==> src/rtl/core/etok_pkg.sv <==
// Shared types, codes, character constants and classifiers for the expression tokenizer.
`timescale 1ns / 1ps
`default_nettype none

package etok_pkg;

  // Sizing
  localparam int POSITION_BITS_DEFAULT = 16;
  localparam int FIELD_W               = 16;
  localparam logic [FIELD_W-1:0] FIELD_MAX = 16'hFFFF;
  localparam int QUEUE_DEPTH           = 4;
  localparam int QUEUE_PTR_W           = $clog2(QUEUE_DEPTH);
  localparam int LEVEL_W               = $clog2(QUEUE_DEPTH + 1);

  // Token kinds
  localparam logic [2:0] KIND_OP  = 3'd0;
  localparam logic [2:0] KIND_ID  = 3'd1;
  localparam logic [2:0] KIND_NUM = 3'd2;
  localparam logic [2:0] KIND_HEX = 3'd3;
  localparam logic [2:0] KIND_DOT = 3'd4;
  localparam logic [2:0] KIND_END = 3'd5;

  // Scanner modes
  localparam logic [1:0] MODE_IDLE   = 2'd0;
  localparam logic [1:0] MODE_IDENT  = 2'd1;
  localparam logic [1:0] MODE_NUMBER = 2'd2;
  localparam logic [1:0] MODE_HEX    = 2'd3;

  // Characters
  localparam logic [7:0] CH_PLUS   = 8'h2B;
  localparam logic [7:0] CH_MINUS  = 8'h2D;
  localparam logic [7:0] CH_STAR   = 8'h2A;
  localparam logic [7:0] CH_LPAREN = 8'h28;
  localparam logic [7:0] CH_RPAREN = 8'h29;
  localparam logic [7:0] CH_CARET  = 8'h5E;
  localparam logic [7:0] CH_DOT    = 8'h2E;
  localparam logic [7:0] CH_LOW_X  = 8'h78;
  localparam logic [7:0] CH_UP_X   = 8'h58;
  localparam logic [7:0] CH_UNDER  = 8'h5F;
  localparam logic [7:0] CH_ZERO   = 8'h30;
  localparam logic [7:0] CH_NINE   = 8'h39;
  localparam logic [7:0] CH_LOW_A  = 8'h61;
  localparam logic [7:0] CH_LOW_F  = 8'h66;
  localparam logic [7:0] CH_LOW_Z  = 8'h7A;
  localparam logic [7:0] CH_UP_A   = 8'h41;
  localparam logic [7:0] CH_UP_F   = 8'h46;
  localparam logic [7:0] CH_UP_Z   = 8'h5A;
  localparam logic [7:0] CH_SPACE  = 8'h20;
  localparam logic [7:0] CH_TAB    = 8'h09;
  localparam logic [7:0] CH_NL     = 8'h0A;
  localparam logic [7:0] CH_VT     = 8'h0B;
  localparam logic [7:0] CH_FF     = 8'h0C;
  localparam logic [7:0] CH_CR     = 8'h0D;

  // Input beat
  typedef struct packed {
    logic [7:0] char_code;
    logic       end_of_input;
  } char_beat_t;

  // Output beat
  typedef struct packed {
    logic [2:0]         token_kind;
    logic [7:0]         operator_char;
    logic [FIELD_W-1:0] start_row;
    logic [FIELD_W-1:0] start_column;
    logic [FIELD_W-1:0] token_length;
    logic               double_dot_error;
    logic               last_of_run;
  } token_beat_t;

  // Scanner to queue: tokens produced by the current character, in order
  typedef struct packed {
    logic [1:0]  count;
    token_beat_t first;
    token_beat_t second;
    logic        halted;
  } scan_out_t;

  function automatic logic is_ws(input logic [7:0] c);
    return c == CH_SPACE || c == CH_TAB || c == CH_NL || c == CH_CR ||
           c == CH_VT || c == CH_FF;
  endfunction

  function automatic logic is_alpha(input logic [7:0] c);
    return (c >= CH_LOW_A && c <= CH_LOW_Z) || (c >= CH_UP_A && c <= CH_UP_Z);
  endfunction

  function automatic logic is_dec(input logic [7:0] c);
    return c >= CH_ZERO && c <= CH_NINE;
  endfunction

  function automatic logic is_hexdig(input logic [7:0] c);
    return is_dec(c) || (c >= CH_LOW_A && c <= CH_LOW_F) || (c >= CH_UP_A && c <= CH_UP_F);
  endfunction

  function automatic logic is_op(input logic [7:0] c);
    return c == CH_PLUS || c == CH_MINUS || c == CH_STAR || c == CH_LPAREN ||
           c == CH_RPAREN || c == CH_CARET;
  endfunction

endpackage

`default_nettype wire

==> src/rtl/core/etok_scan.sv <==
// Scanner: mode and position registers plus the per-character classify/emit logic.
`timescale 1ns / 1ps
`default_nettype none

module etok_scan #(
  parameter int PositionBits = etok_pkg::POSITION_BITS_DEFAULT
) (
  input  wire logic                 clk,
  input  wire logic                 rst,
  input  wire logic                 accept,
  input  wire etok_pkg::char_beat_t beat,
  output etok_pkg::scan_out_t       result
);

  localparam int WideW = (PositionBits > etok_pkg::FIELD_W) ? PositionBits : etok_pkg::FIELD_W;

  // State
  logic [1:0]              mode, mode_next;
  logic                    halted, halted_next;
  logic [PositionBits-1:0] row, row_next;
  logic [PositionBits-1:0] col, col_next;
  logic [PositionBits-1:0] trow, trow_next;
  logic [PositionBits-1:0] tcol, tcol_next;
  logic [PositionBits-1:0] tlen, tlen_next;
  logic                    dot_seen, dot_seen_next;
  logic                    dot_repeat, dot_repeat_next;
  logic                    lone_zero, lone_zero_next;

  // Per-character working signals
  logic [7:0]            c;
  logic                  adv;
  logic                  do_idle;
  logic                  va, vb;
  etok_pkg::token_beat_t tok_a, tok_b, flush_tok;

  function automatic logic [PositionBits-1:0] sat_inc(input logic [PositionBits-1:0] v);
    return (v == {PositionBits{1'b1}}) ? v : v + 1'b1;
  endfunction

  function automatic logic [etok_pkg::FIELD_W-1:0] clamp_field(
    input logic [PositionBits-1:0] v
  );
    logic [WideW-1:0] w;
    w = WideW'(v);
    return (w > WideW'(etok_pkg::FIELD_MAX)) ? etok_pkg::FIELD_MAX
                                             : w[etok_pkg::FIELD_W-1:0];
  endfunction

  assign c = beat.char_code;

  // Token that closes the current lexeme
  always_comb begin
    flush_tok                  = '0;
    flush_tok.start_row        = clamp_field(trow);
    flush_tok.start_column     = clamp_field(tcol);
    flush_tok.token_length     = clamp_field(tlen);
    case (mode)
      etok_pkg::MODE_IDENT: flush_tok.token_kind = etok_pkg::KIND_ID;
      etok_pkg::MODE_HEX:   flush_tok.token_kind = etok_pkg::KIND_HEX;
      default: begin
        if (tlen == PositionBits'(1) && dot_seen) begin
          flush_tok.token_kind = etok_pkg::KIND_DOT;
        end else begin
          flush_tok.token_kind       = etok_pkg::KIND_NUM;
          flush_tok.double_dot_error = dot_repeat;
        end
      end
    endcase
  end

  // Next state and emitted tokens
  always_comb begin
    mode_next       = mode;
    halted_next     = halted;
    row_next        = row;
    col_next        = col;
    trow_next       = trow;
    tcol_next       = tcol;
    tlen_next       = tlen;
    dot_seen_next   = dot_seen;
    dot_repeat_next = dot_repeat;
    lone_zero_next  = lone_zero;
    adv             = 1'b0;
    do_idle         = 1'b0;
    va              = 1'b0;
    vb              = 1'b0;
    tok_a           = flush_tok;
    tok_b           = '0;
    tok_b.start_row    = clamp_field(row);
    tok_b.start_column = clamp_field(col);

    if (!halted) begin
      if (beat.end_of_input) begin
        va               = (mode != etok_pkg::MODE_IDLE);
        vb               = 1'b1;
        tok_b.token_kind = etok_pkg::KIND_END;
        mode_next        = etok_pkg::MODE_IDLE;
      end else begin
        unique case (mode)
          etok_pkg::MODE_IDENT: begin
            if (etok_pkg::is_alpha(c) || etok_pkg::is_dec(c) || c == etok_pkg::CH_UNDER) begin
              tlen_next = sat_inc(tlen);
              adv       = 1'b1;
            end else begin
              va      = 1'b1;
              do_idle = 1'b1;
            end
          end
          etok_pkg::MODE_NUMBER: begin
            if ((c == etok_pkg::CH_LOW_X || c == etok_pkg::CH_UP_X) && lone_zero &&
                tlen == PositionBits'(1)) begin
              mode_next      = etok_pkg::MODE_HEX;
              tlen_next      = PositionBits'(2);
              lone_zero_next = 1'b0;
              adv            = 1'b1;
            end else if (etok_pkg::is_dec(c) || c == etok_pkg::CH_DOT) begin
              if (c == etok_pkg::CH_DOT) begin
                dot_repeat_next = dot_repeat | dot_seen;
                dot_seen_next   = 1'b1;
              end
              lone_zero_next = 1'b0;
              tlen_next      = sat_inc(tlen);
              adv            = 1'b1;
            end else begin
              va      = 1'b1;
              do_idle = 1'b1;
            end
          end
          etok_pkg::MODE_HEX: begin
            if (etok_pkg::is_hexdig(c)) begin
              tlen_next = sat_inc(tlen);
              adv       = 1'b1;
            end else begin
              va      = 1'b1;
              do_idle = 1'b1;
            end
          end
          default: do_idle = 1'b1;
        endcase

        // Idle mode: skip whitespace, emit an operator, start a new lexeme, or halt with an end token
        if (do_idle) begin
          mode_next = etok_pkg::MODE_IDLE;
          if (etok_pkg::is_ws(c)) begin
            adv = 1'b1;
          end else if (etok_pkg::is_op(c)) begin
            vb                  = 1'b1;
            tok_b.token_kind    = etok_pkg::KIND_OP;
            tok_b.operator_char = c;
            tok_b.token_length  = etok_pkg::FIELD_W'(1);
            adv                 = 1'b1;
          end else if (etok_pkg::is_alpha(c) || etok_pkg::is_dec(c) ||
                       c == etok_pkg::CH_DOT) begin
            mode_next       = etok_pkg::is_alpha(c) ? etok_pkg::MODE_IDENT
                                                    : etok_pkg::MODE_NUMBER;
            trow_next       = row;
            tcol_next       = col;
            tlen_next       = PositionBits'(1);
            dot_seen_next   = (c == etok_pkg::CH_DOT);
            dot_repeat_next = 1'b0;
            lone_zero_next  = (c == etok_pkg::CH_ZERO);
            adv             = 1'b1;
          end else begin
            vb               = 1'b1;
            tok_b.token_kind = etok_pkg::KIND_END;
            halted_next      = 1'b1;
          end
        end

        // Position advance
        if (adv) begin
          if (c == etok_pkg::CH_NL) begin
            row_next = sat_inc(row);
            col_next = '0;
          end else begin
            col_next = sat_inc(col);
          end
        end
      end
    end
  end

  // Pack tokens in order; the last one of the run is flagged
  always_comb begin
    result                    = '0;
    result.count              = {1'b0, va} + {1'b0, vb};
    result.first              = va ? tok_a : tok_b;
    result.first.last_of_run  = !(va && vb);
    result.second             = tok_b;
    result.second.last_of_run = 1'b1;
    result.halted             = halted;
  end

  always_ff @(posedge clk) begin
    if (rst) begin
      mode       <= etok_pkg::MODE_IDLE;
      halted     <= 1'b0;
      row        <= '0;
      col        <= '0;
      trow       <= '0;
      tcol       <= '0;
      tlen       <= '0;
      dot_seen   <= 1'b0;
      dot_repeat <= 1'b0;
      lone_zero  <= 1'b0;
    end else if (accept) begin
      mode       <= mode_next;
      halted     <= halted_next;
      row        <= row_next;
      col        <= col_next;
      trow       <= trow_next;
      tcol       <= tcol_next;
      tlen       <= tlen_next;
      dot_seen   <= dot_seen_next;
      dot_repeat <= dot_repeat_next;
      lone_zero  <= lone_zero_next;
    end
  end

endmodule

`default_nettype wire

==> src/rtl/core/etok_queue.sv <==
// Result queue: takes up to two tokens per cycle, hands out one token beat per cycle on pop.
`timescale 1ns / 1ps
`default_nettype none

module etok_queue (
  input  wire logic                         clk,
  input  wire logic                         rst,
  input  wire logic [1:0]                   push_count,
  input  wire etok_pkg::token_beat_t        first,
  input  wire etok_pkg::token_beat_t        second,
  input  wire logic                         pop,
  output etok_pkg::token_beat_t             head,
  output logic [etok_pkg::LEVEL_W-1:0]      level
);

  etok_pkg::token_beat_t                entries [etok_pkg::QUEUE_DEPTH];
  logic [etok_pkg::QUEUE_PTR_W-1:0]     wptr;
  logic [etok_pkg::QUEUE_PTR_W-1:0]     rptr;
  logic [etok_pkg::QUEUE_PTR_W-1:0]     wptr_plus;

  assign wptr_plus = wptr + 1'b1;
  assign head      = entries[rptr];

  // Storage
  always_ff @(posedge clk) begin
    if (push_count != 2'd0) begin
      entries[wptr] <= first;
    end
    if (push_count == 2'd2) begin
      entries[wptr_plus] <= second;
    end
  end

  // Pointers and fill level
  always_ff @(posedge clk) begin
    if (rst) begin
      wptr  <= '0;
      rptr  <= '0;
      level <= '0;
    end else begin
      wptr  <= wptr + etok_pkg::QUEUE_PTR_W'(push_count);
      rptr  <= rptr + etok_pkg::QUEUE_PTR_W'(pop);
      level <= level + etok_pkg::LEVEL_W'(push_count) - etok_pkg::LEVEL_W'(pop);
    end
  end

endmodule

`default_nettype wire

==> src/rtl/core/expression_tokenizer.sv <==
// Top level of the streaming expression tokenizer: scanner plus result queue.
//
//   Channel | Direction | Handshake             | Payload
//   --------+-----------+-----------------------+-------------------------------
//   src     | in        | src_valid / src_ready | char_beat_t (char, end mark)
//   tok     | out       | tok_valid / tok_ready | token_beat_t (one token)
//
// One character beat is taken per cycle while src_ready is high; its tokens (zero,
// one or two) enter the four-entry result queue at that same edge and are handed
// out on tok in order from the queue head. src_ready is high while the queue has
// room for two tokens, so a stream that makes at most one token per character runs
// at one beat per cycle while tok_ready stays high. A character that closes a lexeme
// and starts an operator or end token pushes two tokens. Synchronous reset clears
// scanner state and the queue and holds src_ready low.
`timescale 1ns / 1ps
`default_nettype none

module expression_tokenizer #(
  parameter int PositionBits = etok_pkg::POSITION_BITS_DEFAULT
) (
  input  wire logic                  clk,
  input  wire logic                  rst,
  input  wire logic                  src_valid,
  output logic                       src_ready,
  input  wire etok_pkg::char_beat_t  src_beat,
  output logic                       tok_valid,
  input  wire logic                  tok_ready,
  output etok_pkg::token_beat_t      tok_beat
);

  logic                            accept;
  logic                            pop;
  logic [1:0]                      push_count;
  logic [etok_pkg::LEVEL_W-1:0]    level;
  etok_pkg::scan_out_t             scan_res;

  // Handshakes
  assign src_ready  = !rst && (level <= etok_pkg::LEVEL_W'(etok_pkg::QUEUE_DEPTH - 2));
  assign accept     = src_valid && src_ready;
  assign tok_valid  = (level != '0);
  assign pop        = tok_valid && tok_ready;
  assign push_count = accept ? scan_res.count : 2'd0;

  etok_scan #(
    .PositionBits(PositionBits)
  ) u_scan (
    .clk    (clk),
    .rst    (rst),
    .accept (accept),
    .beat   (src_beat),
    .result (scan_res)
  );

  etok_queue u_queue (
    .clk        (clk),
    .rst        (rst),
    .push_count (push_count),
    .first      (scan_res.first),
    .second     (scan_res.second),
    .pop        (pop),
    .head       (tok_beat),
    .level      (level)
  );

  // A halted scanner produces nothing
  assert property (@(posedge clk) disable iff (rst)
    (accept && scan_res.halted) |-> (scan_res.count == 2'd0))
    else $error("halted scanner emitted a token");

  // An accepted beat always finds room for two tokens
  assert property (@(posedge clk) disable iff (rst)
    accept |-> (etok_pkg::LEVEL_W'(2) + level <= etok_pkg::LEVEL_W'(etok_pkg::QUEUE_DEPTH)))
    else $error("queue overflow on accept");

  // Fill level follows pushes and pops
  assert property (@(posedge clk) disable iff (rst)
    !rst |=> (level == $past(level) + etok_pkg::LEVEL_W'($past(push_count))
                       - etok_pkg::LEVEL_W'($past(pop))))
    else $error("queue level out of step");

  // A single-token run is always flagged as its own last token
  assert property (@(posedge clk) disable iff (rst)
    (accept && scan_res.count == 2'd1) |-> scan_res.first.last_of_run)
    else $error("lone token not marked last of run");

endmodule

`default_nettype wire
==> config.mk <==
export PLATFORM = sky130hd
export DESIGN_NAME = expression_tokenizer
export DESIGN_NICKNAME = d
export VERILOG_FILES = /design/src/rtl/core/etok_pkg.sv /design/src/rtl/core/etok_scan.sv /design/src/rtl/core/etok_queue.sv /design/src/rtl/core/expression_tokenizer.sv
export SDC_FILE = /design/constraint.sdc
export NUM_CORES = 1
export LEC_CHECK = 0
export ABC_CLOCK_PERIOD_IN_PS = 8800
export BUFFER_PORTS_ARGS = -buffer_cell sky130_fd_sc_hd__buf_2
export CORE_UTILIZATION = 60
export CTS_BUF_LIST = sky130_fd_sc_hd__clkbuf_8
export DETAILED_ROUTE_END_ITERATION = 10
export PLACE_DENSITY = 0.79
export SLEW_MARGIN = 10
export SYNTH_ARGS = -nofsm -noshare
export SYNTH_HDL_FRONTEND = slang
export SYNTH_SLANG_ARGS = --single-unit
==> constraint.sdc <==
create_clock -name clk -period 8.8 [get_ports clk]
set_input_delay 0.88 -clock clk [delete_from_list [all_inputs] [get_ports clk]]
set_output_delay 0.88 -clock clk [all_outputs]
set_load 0.01 [all_outputs]
==> flow_summary.json <==
{
  "yosysSeqAreaShare_pct": 55.1,
  "die_x_um": 162,
  "post_cts_resized": 0,
  "p_per_area_nw_per_um2": 212,
  "die_h_um": 162,
  "fin_crit_ps": 5500,
  "dieArea_um2": 26300,
  "max_slew.worst_pin.slew_ps": 1180,
  "first_iter_violations": 1006,
  "cp-endpoint": "u_queue.entries[3][42]",
  "grt_pass1_wl_um": 59600,
  "report.final.slew_viol_count": 0,
  "setup_viol": 0,
  "ant_nets": 0,
  "synth_cell_types": 71,
  "synth_top_family_by_area": "compound AO/OA/AOI/OAI gates",
  "mostFrequentLayoutCells": "a22o_1, edfxtp_1, dfxtp_1",
  "synth_edf_count": 172,
  "grt_max_degree": 67,
  "cts_buffer_depth": 3,
  "holdCritPathClass": "reg -> reg",
  "cts_setup_buffers": 0,
  "track_usage_pct": 29.3,
  "required_ps": 8990,
  "grt_remaining_overflow": 0,
  "endpoint_kind": "flop",
  "stdcell_area_um2": 16900,
  "hpwl_um": 22000,
  "reg2reg_slack_ps": 3300,
  "peakVddDrop_mv": 0.187,
  "cts_hold_buf": 0,
  "final_cells": 1694,
  "rr_endpoint": "u_queue.entries[3][42]",
  "cp-start-kind": "flop",
  "wire_per_inst_um": 22.3,
  "drive_above_1_share_pct": 19.2,
  "worstPathArrival_ps": 5690,
  "synthMuxAreaShare_pct": 9.08,
  "multi_input_area_um2": 6320,
  "core_um2": 25200,
  "p_leak_uw": 0.00598,
  "syn_avg_cell_area_um2": 11.8,
  "ys.flop_type": "edfxtp_1",
  "regArea_um2": 8470,
  "syn2layout_area_growth_pct": 9.92,
  "hold_violations": 0,
  "p_total_uw": 3580,
  "fp-row-count": 58,
  "nets": 1344,
  "max-cap-violations": 0,
  "cp_max_fo": 43,
  "cts.reportedPaths.clkPinSlew_ps": 60,
  "dp.cells": 1595,
  "r2r_cells": 15,
  "clk_latency_ps": 590,
  "antenna_found_initial": 0,
  "wl_um": 37800,
  "worstSetupPathType": "reg -> reg",
  "cts_sinks": 337,
  "synthArstFlopShare_pct": 0,
  "placed_area_um2": 15800,
  "vias": 11190,
  "cts_tree": "done",
  "cts-buffers-inserted": 53,
  "crit_path_start": "u_scan.tlen[1]",
  "synth_compound_area_share_pct": 18.8,
  "r2r-start": "u_scan.tlen[1]",
  "avgViaCountPerCell": 6.61,
  "yosysWarnings": 0,
  "synthSimpleGateAreaFrac_pct": 10.8,
  "ios": 76,
  "synthAdderAreaFrac_pct": 0.945,
  "grt_pass1_vias": 10960,
  "status": "finished clean",
  "drc": 0,
  "synth_xor_area_share_pct": 0.969,
  "syn_inst": 1302,
  "rsz0062_at_grt": "no",
  "htree_num_levels": 2,
  "n_antenna_cell": 0,
  "slew-limit-headroom_pct": 20.5,
  "final_core_util_pct": 67.1,
  "finalCritPeriodShare_pct": 62.5,
  "start_util_pct": 61.0,
  "n_fill_cell": 1813,
  "layout_commonest_cell": "a22o_1",
  "skew_ps": 15.2,
  "place.gp.congestion": 0.888,
  "fmax_mhz": 182,
  "first_pass_iters": 5,
  "io_buffers": 75,
  "clockRootBuffer": "clkbuf_8",
  "syn_area_um2": 15400,
  "setup-tns-final_ps": 0,
  "ys_ff_latch": 337
}
-- report_power, final --
| part | switching (uW) | internal, uW |
|---|---|---|
| registers | 61.4 | 1690 |
| logic | 298 | 252 |
| clock network | 614 | 667 |
| total | 973 | 2610 |
-- stage by stage --
stage          hold WS (ps)  setup slack, ps
2_1_floorplan           420             3680
3_3_place_gp            440             3130
3_5_place_dp            447             3030
4_1_cts                 462             3380
5_1_grt                 480             2830
6_report                462             3300
-- critical path: stages, from the launching register on --
cell and delay [ps]:
dfxtp_1 580, inv_1 90, ha_1 180, nor4b_1 130
and4_1 250, a211oi_1 710, nor2_2 150, nand2_1 280
a31oi_1 130, nor2_1 130, ha_1 260, nand3_1 200
nor2_1 350, nand2_1 240, and2_1 460, inv_2 930
-- logic make-up after synthesis --
family / count (synthesis)
AO/OA/AOI/OAI: 384
XOR/XNOR: 17
adder cells (fa/ha/maj): 11
buffers and inverters: 163
flip-flops: 337
multiplexers: 63
other: 1
AND/OR/NAND/NOR: 326
-- worst min path at each step --
stage	start	to	slack [ps]	cells after the start
2_1_floorplan	u_queue.entries[2][1]	u_queue.entries[2][1]	420	2
3_3_place_gp	u_queue.entries[2][1]	u_queue.entries[2][1]	440	2
3_5_place_dp	u_queue.entries[0][1]	u_queue.entries[0][1]	450	2
4_1_cts	u_queue.entries[0][1]	u_queue.entries[0][1]	460	2
5_1_grt	u_queue.entries[2][16]	u_queue.entries[2][16]	480	1
6_report	u_queue.entries[2][1]	u_queue.entries[2][1]	460	2
-- synth_stat cells (all sizes together) (4+ instances only) --
library cell	n	area, um2
a22o	192	1680
edfxtp	172	5160
dfxtp	165	3300
nand2	109	409
clkbuf	86	324
a21oi	74	378
mux4	61	1370
buf	51	233
nor2	48	183
and3	38	238
o21ai	36	195
nand3	35	175
inv	26	97.6
o31ai	16	139
a31oi	14	87.6
and2	14	87.6
or4	14	105
o22ai	13	81.3
nand4	12	75.1
nor3	11	55.1
ha	10	125
xor2	10	87.6
or3	9	56.3
and4	7	61.3
nor2b	7	43.8
xnor2	7	61.3
a211oi	6	50.1
nor4	6	37.5
o211ai	5	37.5
nand2b	4	25.0
-- area by class of cell --
class                      count  share of cell area (%)
timing repair buffer          97                    3.20
clock inverter                38                    1.19
inverter                      26                   0.578
multi-input combinational    805                    37.4
tap                          330                    2.44
sequential                   337                    50.2
clock buffer                  61                    4.97
-- registers in the layout (all words and copies together) (netlist names), 2 cells and up --
signal,flops
u_queue.entries,244
u_queue.level,3
u_queue.rptr,2
u_queue.wptr,2
u_scan.col,16
u_scan.mode,2
u_scan.row,16
u_scan.tcol,16
u_scan.tlen,16
u_scan.trow,16
-- metal layers --
| layer | routed length (um) | vias to the layer above | GRT usage [%] |
|---|---|---|---|
| met3 | 2900 | 74 | 5.49 |
| met2 | 18400 | 538 | 47.8 |
| met5 | 0 | - | 0 |
| met1 | 15400 | 5493 | 38.2 |
| met4 | 1080 | 0 | 13.0 |
| li1 | - | 5085 | - |
(Power assumes the default switching activity.)
